### src/hw/rtl/arcb_pkg.sv
// Shared constants, types and register indexes of the arcball rotation tracker.
package arcb_pkg;

    localparam int COORD_BITS = 12;
    localparam int FRAC_BITS  = 30;

    localparam int CFG_IDX_W  = 2;
    localparam int CFG_DATA_W = 32;
    localparam int EPS_W      = 31;
    localparam int VEC_W      = 32;
    localparam int MUL_W      = 34;
    localparam int ACC_W      = 2 * MUL_W;

    localparam int DIV_NUM_W  = 96;
    localparam int DIV_DEN_W  = 64;
    localparam int DIV_STEPS  = DIV_NUM_W;
    localparam int SQRT_STEPS = DIV_DEN_W / 2;
    localparam int CNT_W      = $clog2(DIV_STEPS);

    localparam logic [CFG_IDX_W-1:0] CFG_X_SCALE = 2'd0;
    localparam logic [CFG_IDX_W-1:0] CFG_Y_SCALE = 2'd1;
    localparam logic [CFG_IDX_W-1:0] CFG_EPS     = 2'd2;

    typedef logic signed [MUL_W-1:0] mul_t;
    typedef logic signed [ACC_W-1:0] acc_t;
    typedef logic signed [VEC_W-1:0] vec_t;

    localparam acc_t ONE_A   = acc_t'(1) <<< FRAC_BITS;
    localparam acc_t TWO_A   = acc_t'(1) <<< (FRAC_BITS + 1);
    localparam acc_t I32_MAX = (acc_t'(1) <<< 31) - acc_t'(1);
    localparam acc_t I32_MIN = -(acc_t'(1) <<< 31);
    localparam logic [DIV_DEN_W-1:0] UNIT2 = DIV_DEN_W'(1) << (2 * FRAC_BITS);
    localparam logic [DIV_NUM_W-1:0] SQRT_BIT0 = DIV_NUM_W'(1) << (2 * SQRT_STEPS - 2);

    localparam logic [CFG_DATA_W-1:0] SCALE_RESET = 32'h8000_0000;
    localparam logic [EPS_W-1:0]      EPS_RESET   = 31'd1;

    typedef struct packed {
        logic start;
        logic sqrt_mode;
    } arcb_cmd_t;

    typedef struct packed {
        logic done;
    } arcb_stat_t;

endpackage

### src/hw/rtl/arcb_divsqrt.sv
// Iterative restoring divider and integer square root on one compare-subtract.
module arcb_divsqrt (
    input  logic                                clk,
    input  logic                                rst_n,
    input  arcb_pkg::arcb_cmd_t                 cmd,
    input  logic [arcb_pkg::DIV_NUM_W-1:0]      num,
    input  logic [arcb_pkg::DIV_DEN_W-1:0]      den,
    output arcb_pkg::arcb_stat_t                stat,
    output logic [arcb_pkg::DIV_DEN_W-1:0]      res
);

    logic                               busy_reg;
    logic                               mode_reg;
    logic                               done_reg;
    logic [arcb_pkg::CNT_W-1:0]         cnt_reg;
    logic [arcb_pkg::DIV_DEN_W-1:0]     a_reg;
    logic [arcb_pkg::DIV_DEN_W-1:0]     q_reg;
    logic [arcb_pkg::DIV_DEN_W-1:0]     d_reg;
    logic [arcb_pkg::DIV_NUM_W-1:0]     b_reg;
    logic [arcb_pkg::DIV_DEN_W:0]       cs_x;
    logic [arcb_pkg::DIV_DEN_W:0]       cs_y;
    logic [arcb_pkg::DIV_DEN_W:0]       cs_diff;
    logic                               cs_ge;
    logic                               last;

    // sqrt: v >= res + bit; divide: partial remainder with next numerator bit >= divisor
    always_comb
    begin
        if (mode_reg)
        begin
            cs_x = {1'b0, a_reg};
            cs_y = {1'b0, q_reg + b_reg[arcb_pkg::DIV_DEN_W-1:0]};
        end
        else
        begin
            cs_x = {a_reg, b_reg[arcb_pkg::DIV_NUM_W-1]};
            cs_y = {1'b0, d_reg};
        end
        cs_ge   = cs_x >= cs_y;
        cs_diff = cs_x - cs_y;
        last    = mode_reg ? (cnt_reg == arcb_pkg::CNT_W'(arcb_pkg::SQRT_STEPS - 1))
                           : (cnt_reg == arcb_pkg::CNT_W'(arcb_pkg::DIV_STEPS - 1));
    end

    always_ff @(posedge clk or negedge rst_n)
    begin
        if (!rst_n)
        begin
            busy_reg <= 1'b0;
            mode_reg <= 1'b0;
            done_reg <= 1'b0;
            cnt_reg  <= '0;
        end
        else
        begin
            done_reg <= 1'b0;
            if (cmd.start)
            begin
                busy_reg <= 1'b1;
                mode_reg <= cmd.sqrt_mode;
                cnt_reg  <= '0;
            end
            else if (busy_reg)
            begin
                cnt_reg <= cnt_reg + 1'b1;
                if (last)
                begin
                    busy_reg <= 1'b0;
                    done_reg <= 1'b1;
                end
            end
        end
    end

    always_ff @(posedge clk)
    begin
        if (cmd.start)
        begin
            q_reg <= '0;
            d_reg <= den;
            if (cmd.sqrt_mode)
            begin
                a_reg <= num[arcb_pkg::DIV_DEN_W-1:0];
                b_reg <= arcb_pkg::SQRT_BIT0;
            end
            else
            begin
                a_reg <= '0;
                b_reg <= num;
            end
        end
        else if (busy_reg)
        begin
            if (mode_reg)
            begin
                if (cs_ge)
                begin
                    a_reg <= cs_diff[arcb_pkg::DIV_DEN_W-1:0];
                    q_reg <= (q_reg >> 1) + b_reg[arcb_pkg::DIV_DEN_W-1:0];
                end
                else
                begin
                    q_reg <= q_reg >> 1;
                end
                b_reg <= b_reg >> 2;
            end
            else
            begin
                if (cs_ge)
                begin
                    a_reg <= cs_diff[arcb_pkg::DIV_DEN_W-1:0];
                    q_reg <= {q_reg[arcb_pkg::DIV_DEN_W-2:0], 1'b1};
                end
                else
                begin
                    a_reg <= cs_x[arcb_pkg::DIV_DEN_W-1:0];
                    q_reg <= {q_reg[arcb_pkg::DIV_DEN_W-2:0], 1'b0};
                end
                b_reg <= b_reg << 1;
            end
        end
    end

    assign stat.done = done_reg;
    assign res       = q_reg;

    a_start_idle: assert property (@(posedge clk) disable iff (!rst_n)
        cmd.start |-> !busy_reg)
        else $error("divsqrt started while busy");

    a_sqrt_count: assert property (@(posedge clk) disable iff (!rst_n)
        busy_reg && mode_reg |-> cnt_reg < arcb_pkg::CNT_W'(arcb_pkg::SQRT_STEPS))
        else $error("sqrt ran past its step count");

    a_done_after_busy: assert property (@(posedge clk) disable iff (!rst_n)
        stat.done |-> $past(busy_reg))
        else $error("done without a running operation");

endmodule

### config.mk
export PLATFORM = sky130hd
export DESIGN_NAME = arcb_divsqrt
export DESIGN_NICKNAME = d
export VERILOG_FILES = /design/src/hw/rtl/arcb_pkg.sv /design/src/hw/rtl/arcb_divsqrt.sv
export SDC_FILE = /design/constraint.sdc
export NUM_CORES = 1
export LEC_CHECK = 0
export BUFFER_PORTS_ARGS = -buffer_cell sky130_fd_sc_hd__buf_4
export CAP_MARGIN = 40
export CORE_MARGIN = 2
export CORE_UTILIZATION = 60
export DETAILED_ROUTE_END_ITERATION = 8
export PLACE_DENSITY_LB_ADDON = 0.08
export SYNTH_ARGS = -nofsm -noshare
export SYNTH_HDL_FRONTEND = slang
export SYNTH_SLANG_ARGS = --single-unit
### constraint.sdc
create_clock -name clk -period 19.96 [get_ports clk]
set_input_delay 0.998 -clock clk [delete_from_list [all_inputs] [get_ports clk]]
set_output_delay 0.998 -clock clk [all_outputs]
set_load 0.01 [all_outputs]
Word level (Yosys, flattened, before mapping)
Index checks and enable logic that the tools add are counted.
- memories kept: 0
- bits in latches: 0
- register bits after elaboration: 298
- output and inout port bits: 65
- memory bits (read-only): 0
- RAM bits: 0
- equality and inequality tests: 3
- muxes and demuxes: 24
- divide/modulo/power cells: 0
- $lt $le $gt $ge: 1
- bitwise operators: 0
- multiply operators: 0
- reduce and logical (&&, ||, !) cells: 2
- shift operators: 0
- add/subtract/negate cells: 4
- operators by type and width (cell ; number):
    $mux 64 ; 9
    $mux 96 ; 4
    $ge 65x64->1 ; 1
    $mux 65 ; 1
    $add 63x64->64 ; 1
    $add 64x64->64 ; 1
    $sub 64x64->64 ; 1
    $mux 7 ; 2
    $mux 1 ; 8
    $add 7x1->7 const B ; 1
    $eq 7x5->1 const B ; 1
    $eq 7x7->1 const B ; 1
    $ne 3x2->1 const B ; 1
    $reduce_and 2->1 ; 1
    $reduce_bool 2->1 ; 1

Logic depth before layout (Yosys ltp)
Gate-level depths: netlist of run 1.
- depth after elaboration: 7
- gate-level depth with buffers: 29

Worst setup path before layout of run 1
Ideal clock, no wire load.
- path type: reg2reg
- from: register q_reg, in the netlist res[0]
- to: register a_reg[0] in the netlist's numbering (enable)
- setup slack: 13232 ps
- stages on the path, launching flop included: 28
- period minus slack after synthesis: 6728 ps
- required time: 19272 ps
- arrival: 6041 ps
- cells stage by stage: dfxtp_1 ha_1 inv_1 fa_1 nor2b_1 o21a_1 o21ai_0 a21o_1 a211oi_1 nor3_1 o31ai_1 inv_1 o21ai_0 xor2_1 mux2i_1 ha_1 a21oi_1 o21ai_0 a21oi_1 o221ai_1 a41oi_1 o31ai_4 a41oi_2 buf_2 buf_2 nand2_1 nand2_1 nand2_1
- word-level cells in the longest chain between the ends: 5
- ends and longest elaborated chain (item ; line ; text):
    start: declaration ; arcb_divsqrt.sv:17 ; logic [arcb_pkg::DIV_DEN_W-1:0] q_reg;
    start signal: assignment ; arcb_divsqrt.sv:99 ; q_reg <= (q_reg >> 1) + b_reg[arcb_pkg::DIV_DEN_W-1:0];
    start signal: assignment ; arcb_divsqrt.sv:103 ; q_reg <= q_reg >> 1;
    start signal: assignment ; arcb_divsqrt.sv:112 ; q_reg <= {q_reg[arcb_pkg::DIV_DEN_W-2:0], 1'b1};
    $add 64x64->64 ; arcb_divsqrt.sv:32 ; cs_y = {1'b0, q_reg + b_reg[arcb_pkg::DIV_DEN_W-1:0]};
    $mux 64 ; arcb_divsqrt.sv:29 ; if (mode_reg)
    $ge 65x64->1 ; arcb_divsqrt.sv:39 ; cs_ge = cs_x >= cs_y;
    $ne 3x2->1 (no line) ; n/a ;
    $reduce_and 2->1 (no line) ; n/a ;
    end signal: assignment ; arcb_divsqrt.sv:83 ; a_reg <= num[arcb_pkg::DIV_DEN_W-1:0];
    end signal: assignment ; arcb_divsqrt.sv:98 ; a_reg <= cs_diff[arcb_pkg::DIV_DEN_W-1:0];
    end signal: assignment ; arcb_divsqrt.sv:111 ; a_reg <= cs_diff[arcb_pkg::DIV_DEN_W-1:0];
    end: declaration ; arcb_divsqrt.sv:16 ; logic [arcb_pkg::DIV_DEN_W-1:0] a_reg;
Every way passes these cells.
A chain may end at the register's enable or synchronous reset.

Worst setup path in the final report of run 1
- from: register b_reg[0] in the netlist's numbering
- to: register q_reg, in the netlist res[57]
- word-level cells in the longest chain between the ends: 5
- elaborated cells between the ends (all ways): 6
- ends and longest elaborated chain (item ; line ; text):
    start: declaration ; arcb_divsqrt.sv:19 ; logic [arcb_pkg::DIV_NUM_W-1:0] b_reg;
    start signal: assignment ; arcb_divsqrt.sv:84 ; b_reg <= arcb_pkg::SQRT_BIT0;
    start signal: assignment ; arcb_divsqrt.sv:89 ; b_reg <= num;
    start signal: assignment ; arcb_divsqrt.sv:105 ; b_reg <= b_reg >> 2;
    $add 64x64->64 ; arcb_divsqrt.sv:32 ;
    $mux 64 ; arcb_divsqrt.sv:29 ;
    $ge 65x64->1 ; arcb_divsqrt.sv:39 ;
    $mux 64 * ; arcb_divsqrt.sv:96 ; if (cs_ge)
    $mux 64 * ; arcb_divsqrt.sv:94 ; if (mode_reg)
Every way passes the cells marked *; elsewhere a longest branch is shown, timed or not.

==> run_results.csv, run 1 <==
group,metric,value,unit
status,status,"completed",
routing,vias,25500,
clock_tree,cts_sinks,298,
clock_tree,cts_resized,0,
clock_tree,numCtsBuffers,37,
timing,hold_viol_final,0,
timing,slew_headroom,41.7,%
routing,post_drt_wl_per_cell,23.3,um
synth,syn_inst,3095,
clock_tree,clock_latency,0.56,ns
synth,synth_flop_cell,"edfxtp_1",
run,max_cap_violations,0,
synth,async_flop_share,3.36,%
clock_tree,root_buffer,"clkbuf_16",
timing,fin_skew,0.0128,ns
synth,ys_ff_latch,298,
setup_path,cpPeakStageDelay,0.73,ns
setup_path,rrSetupSlack,12.45,ns
setup_path,cp.arrival,7.95,ns
die,die_area,45400,um2
die,ios,229,
setup_path,critPathRequiredTime,20.40,ns
routing,drtIter0Drc,3699,
power,powerDensity,131,nW/um2
worst_hold_path,hold_path_class,"primary input to async pin",
placement,io_buffers,228,
setup_path,regToRegEndpoint,"res[57]",
timing,fmax,0.133,GHz
die,start_util,60.8,%
layout,final_common_cell,"nand2_1",
routing,routed_wl,88900,um
grt,antenna_found_initial,0,
synth,syn_nets,3453,
setup_path,r2r_cells,27,
die,rows,76,
routing,viasPerCell,6.71,
synth,synthesis.area,26200,um2
placement,dp.cells,3741,
clock_tree,cts_htree_levels,2,
setup_path,cp_common_cell,"o21ai_0",
power,power.leakage,12.6,nW
routing,drc,0,
placement,hpwl,67600,um
die,fp.coreArea,43200,um2
timing,maxSlewViolCount,0,
timing,setup_viol_count_final,0,
layout,final_cell_mix,"417 x nand2_1, 316 x a21oi_1, 287 x o21ai_0",
grt,track_usage,38.3,%
setup_path,critPathLaunchType,"flop",
layout,fin_area,29500,um2
routing,drt_pass1_iterations,7,
timing,fin_crit_sh,37.6,%
timing,rsz0062_at_grt,"false",
timing,min_period,7.51,ns
die,dieHeight,213,um
setup_path,worst_setup_path_end_kind,"flop",
clock_tree,cts-hold-fix-buffers,0,
layout,drive_above_1_share,12.7,%
grt,grt_max_degree,109,
timing,worstMarginPinSlew,0.874,ns
grt,grt_overflow,0,
synth,synth_warnings,0,
layout,nets,3553,
setup_path,reg2reg_from,"b_reg[0]",
timing,fin_tns_setup,0,ns
synth,synth_area_per_cell,8.48,um2
placement,dpl_cell_area,28200,um2
layout,antenna_cells,0,
grt,grt_pass1_vias,23400,
synth,ys_seq_area_share,31.5,%
setup_path,path_buf_inv,4,
layout,syn_to_final_growth,12.3,%
setup_path,critical_path.slowest_cell,"buf_4",
grt,grt_pass1_wl,134000,um
setup_path,path_class,"flop to flop",
setup_path,crit_fanout,72,
setup_path,cp_top_family,"compound AO/OA/AOI/OAI gates",
layout,multiInputGateArea,17000,um2
die,die_x,213,um
layout,largest_reg_flops,96,
synth,synth_edf_count,224,
clock_tree,cts_buffer_depth,3,
clock_tree,postCtsSetupRepairBufs,0,
layout,nFillCells,3535,
clock_tree,clk_pin_slew,0.06,ns
layout,final_cells,3808,
power,power.total,3.85,mW
clock_tree,cts_tree,"yes",
synth,yosysUniqueCellTypes,79,
placement,routabilityCongestion,0.992,
layout,register_area,8260,um2
routing,ant_nets,0,
power,vdd_drop_max,0.149,mV
worst max-delay path by stage:
stage                  start        to  slack [ns]  cells past startpoint
detailed placement    res[0]   res[57]       12.65                     27
global route          res[0]   res[57]       11.95                     27
finish              b_reg[0]   res[57]       12.45                     27
global placement    b_reg[0]   res[57]       12.75                     27
floorplan             res[0]  a_reg[0]       13.23                     27
CTS                   res[0]   res[57]       12.63                     27
cells in the mapped netlist (all sizes together), types with 8 or more instances:
| cell | instances | area, um2 |
|---|---|---|
| nand2 | 419 | 1570 |
| a21oi | 316 | 1580 |
| o21ai | 292 | 1460 |
| edfxtp | 224 | 6730 |
| ha | 191 | 2390 |
| nor2 | 177 | 669 |
| mux2i | 170 | 1700 |
| clkbuf | 165 | 619 |
| a21o | 118 | 886 |
| xnor2 | 101 | 885 |
| xor2 | 72 | 631 |
| dfxtp | 64 | 1280 |
| mux2 | 64 | 721 |
| inv | 61 | 229 |
| nand4 | 60 | 375 |
| o211ai | 57 | 428 |
| nor3 | 46 | 230 |
| o21bai | 46 | 345 |
| nand3 | 42 | 210 |
| and3 | 38 | 238 |
| a31oi | 28 | 175 |
| buf | 28 | 126 |
| nor2b | 28 | 175 |
| a211oi | 26 | 195 |
| o21a | 23 | 173 |
| o22ai | 19 | 119 |
| nand2b | 17 | 106 |
| o31ai | 16 | 175 |
| or3 | 14 | 92.6 |
| a221oi | 13 | 120 |
| a21boi | 10 | 75.1 |
| dfrtp | 10 | 250 |
| o31a | 10 | 87.6 |
| a32oi | 9 | 78.8 |
| a41oi | 9 | 105 |
| and2 | 8 | 50.1 |
| nor4 | 8 | 50.1 |
cell type report:
| type | count | area share [%] |
|---|---|---|
| repair buffers | 254 | 6.59 |
| inverters | 62 | 0.794 |
| clock inverters | 23 | 0.917 |
| flip-flops and latches | 298 | 28.0 |
| clock buffers | 44 | 3.39 |
| well taps | 585 | 2.48 |
| multi-input cells | 2542 | 57.8 |
where the power goes:
group / total (mW) / leakage [nW] / switching, mW / internal [mW]
Clock: 0.718 / 0.629 / 0.282 / 0.435
Combinational: 2.15 / 8.91 / 1.30 / 0.846
Sequential: 0.983 / 3.10 / 0.153 / 0.831
Total: 3.85 / 12.6 / 1.74 / 2.11
cell families (layout without fill, tap and decap cells):
kind of cell,Yosys count,in the layout,synth area share [%]
XOR/XNOR,173,173,5.77
flip-flops,298,298,31.5
adder cells (fa/ha/maj),194,194,9.33
AO/OA/AOI/OAI,1063,1063,25.5
multiplexers,234,234,9.23
buffers and inverters,255,383,3.73
AND/OR/NAND/NOR,878,878,15.0
routing by layer:
layer / track usage [%] / routed length (um)
met1: 57.3 / 38600
met2: 53.0 / 35500
met3: 9.10 / 11400
met4: 14.3 / 3430
met5: 0 / 0
through the flow:
stage | hold slack [ns] | util (%) | setup WS [ns]
global placement | 0.485 | 65.3 | 12.75
detailed placement | 0.505 | 65.3 | 12.65
floorplan | 0.512 | - | 13.23
CTS | 0.235 | 68.3 | 12.63
global route | 0.249 | 68.3 | 11.95
finish | 0.250 | 68.3 | 12.45
Power figures use the tool's default switching activity.
==> run 2, diff against run 1 <==
--- a/config.mk
+++ b/config.mk
@@ -8,7 +8,7 @@
 export BUFFER_PORTS_ARGS = -buffer_cell sky130_fd_sc_hd__buf_4
 export CAP_MARGIN = 40
 export CORE_MARGIN = 2
-export CORE_UTILIZATION = 60
+export CORE_UTILIZATION = 56
 export DETAILED_ROUTE_END_ITERATION = 8
 export PLACE_DENSITY_LB_ADDON = 0.08
 export SYNTH_ARGS = -nofsm -noshare
==> constraint.sdc (replaced) <==
create_clock -name clk -period 6.2 [get_ports clk]
set_input_delay 0.31 -clock clk [delete_from_list [all_inputs] [get_ports clk]]
set_output_delay 0.31 -clock clk [all_outputs]
set_load 0.01 [all_outputs]
==> run_results.csv, run 2 (synthesis results as in run 1) <==
group,metric,value,unit
status,status,"completed",
clock_tree,numCtsBuffers,38,
placement,routabilityCongestion,1.04,
routing,routed_wl,96300,um
setup_path,cp-startpoint,"b_reg[11]",
timing,worstMarginPinSlew,0.961,ns
timing,slew_headroom,35.9,%
setup_path,cp_cell_sequence,"ha_1 > a21oi_1 > nor2_1 > or4_1 > o2111ai_2 > nand3_1 > a31oi_2 > o21ai_1 > a21oi_1 > xnor2_2 > mux2i_1 > ha_1 > a21oi_1 > o21bai_1 > a21oi_2 > nand2b_1 > nand2_1 > a211o_1 > a41oi_4 > buf_4 > clkbuf_16 > nor2_1 > and3_1 > or3_1",
setup_path,r2r_cells,24,
clock_tree,root_buffer,"clkbuf_16",
worst_hold_path,holdPathEnd,"b_reg[92]",
layout,largest_reg_flops,96,
power,power.leakage,13.8,nW
routing,ant_nets,0,
timing,fin_skew,0.0162,ns
timing,maxSlewViolCount,0,
routing,vias,26600,
worst_hold_path,min_from,"num[92]",
routing,drc,0,
placement,io_buffers,228,
clock_tree,cts_sinks,298,
timing,min_period,6.04,ns
routing,drt_pass1_iterations,6,
layout,final_common_cell,"nand2_1",
layout,final_cells,4050,
setup_path,worst_setup_path_end_kind,"flop",
grt,antenna_found_initial,0,
clock_tree,clock_latency,0.57,ns
setup_path,critPathRequiredTime,6.65,ns
grt,grt_pass1_wl,142000,um
setup_path,path_buf_inv,2,
layout,drive_above_1_share,17.7,%
timing,rsz0062_at_grt,"true",
layout,final_cell_mix,"417 x nand2_1, 390 x buf_4, 310 x a21oi_1",
die,die_area,48600,um2
clock_tree,clk_pin_slew,0.06,ns
setup_path,cp_top_family,"compound AO/OA/AOI/OAI gates",
timing,hold_viol_final,0,
run,max_cap_violations,0,
setup_path,rrSetupSlack,0.16,ns
layout,antenna_cells,0,
layout,fin_area,31700,um2
layout,syn_to_final_growth,20.9,%
setup_path,regToRegEndpoint,"res[57]",
routing,post_drt_wl_per_cell,23.8,um
setup_path,cp.arrival,6.49,ns
timing,fin_tns_setup,0,ns
die,dieHeight,220,um
layout,nFillCells,3773,
timing,whs,0.0180,ns
timing,fin_crit_sh,97.4,%
setup_path,crit_fanout,6,
grt,track_usage,37.9,%
timing,fmax,0.166,GHz
die,die_x,220,um
setup_path,reg2reg_from,"b_reg[11]",
layout,nets,3772,
worst_hold_path,hold_path_class,"primary input to flop",
setup_path,cp_common_cell,"a21oi_1",
routing,viasPerCell,6.58,
setup_path,cpPeakStageDelay,0.52,ns
worst_hold_path,holdPathStages,3,
clock_tree,cts_htree_levels,2,
grt,grt_overflow,0,
placement,dpl_cell_area,29300,um2
die,start_util,56.6,%
grt,grt_max_degree,99,
power,vdd_drop_max,0.386,mV
layout,final_util,68.5,%
timing,setup_viol_count_final,0,
placement,dp.cells,3896,
die,ios,229,
setup_path,critPathLaunchType,"flop",
clock_tree,cts_tree,"yes",
clock_tree,cts_buffer_depth,3,
placement,hpwl,70900,um
setup_path,critical_path.slowest_cell,"or4_1",
die,rows,79,
setup_path,path_class,"flop to flop",
routing,drtIter0Drc,3758,
die,fp.coreArea,46400,um2
power,powerDensity,428,nW/um2
grt,grt_pass1_vias,24500,
==> run 2: cell types whose count changed in the layout (fill, tap and decap cells not counted), moves of 5 or more <==
cell           before  now
a21oi_1           316  310
a21oi_2             0    6
buf_12              1    8
buf_4             250  390
clkbuf_16          39   47
dlygate4sd3_1       0   65
ha_1              191  184
ha_2                0    6
nor3_1             46   41
nor3_2              0    5
o21ai_0           287  278
o21ai_1             5   11
==> run 2: report_power, final <==
group          switching [mW]  internal [mW]
logic                    4.73           3.50
clock network           0.946           1.33
registers               0.408           2.67
==> run 2: how the worst max path moves through the flow <==
stage / endpoint / cells past startpoint
after floorplan: a_reg[0] / 27
final: res[57] / 24
after global routing: a_reg[59] / 27
after CTS: a_reg[59] / 24
after detailed placement: a_reg[60] / 27
after global placement: a_reg[60] / 27
==> run 2: cell type report <==
cell class,count,area [um2],area share [%]
flip-flops and latches,298,8260,26.0
clock buffers,47,1050,3.30
clock inverters,22,194,0.611
repair buffers,472,3950,12.4
inverters,62,234,0.737
well taps,607,759,2.39
multi-input cells,2542,17300,54.5
==> run 2: what timing repair did <==
item | CTS | global route
hold buffers | 65 | 0
setup buffers | 0 | 14
cloned | 0 | 6
pin swaps | 1 | 14
endpoints found under the setup margin | 136 | 187
endpoints found under the hold margin | 74 | 0
resized for setup | 11 | 56
==> run 2: tightest hold or removal path, cell delays in order <==
cell     delay, ns
buf_4         0.07
nand2_1       0.03
o21ai_0       0.05
==> run 2: metal layers <==
layer  track usage, %  routed length (um)  vias to the layer above
met3             7.24               12100                      206
met1             57.9               41500                    12600
li1                 -                   -                    12200
met5                0                   0                        -
met4             12.2                3350                        0
met2             53.2               39300                     1666
==> run 2: metrics by stage <==
step           total power [mW]  setup WS [ns]
2_1_floorplan              8.00         0.0980
3_3_place_gp               10.3         -0.352
3_5_place_dp               10.5         -0.304
4_1_cts                    12.8         0.0335
5_1_grt                    14.3        -0.0571
6_report                   13.6          0.163
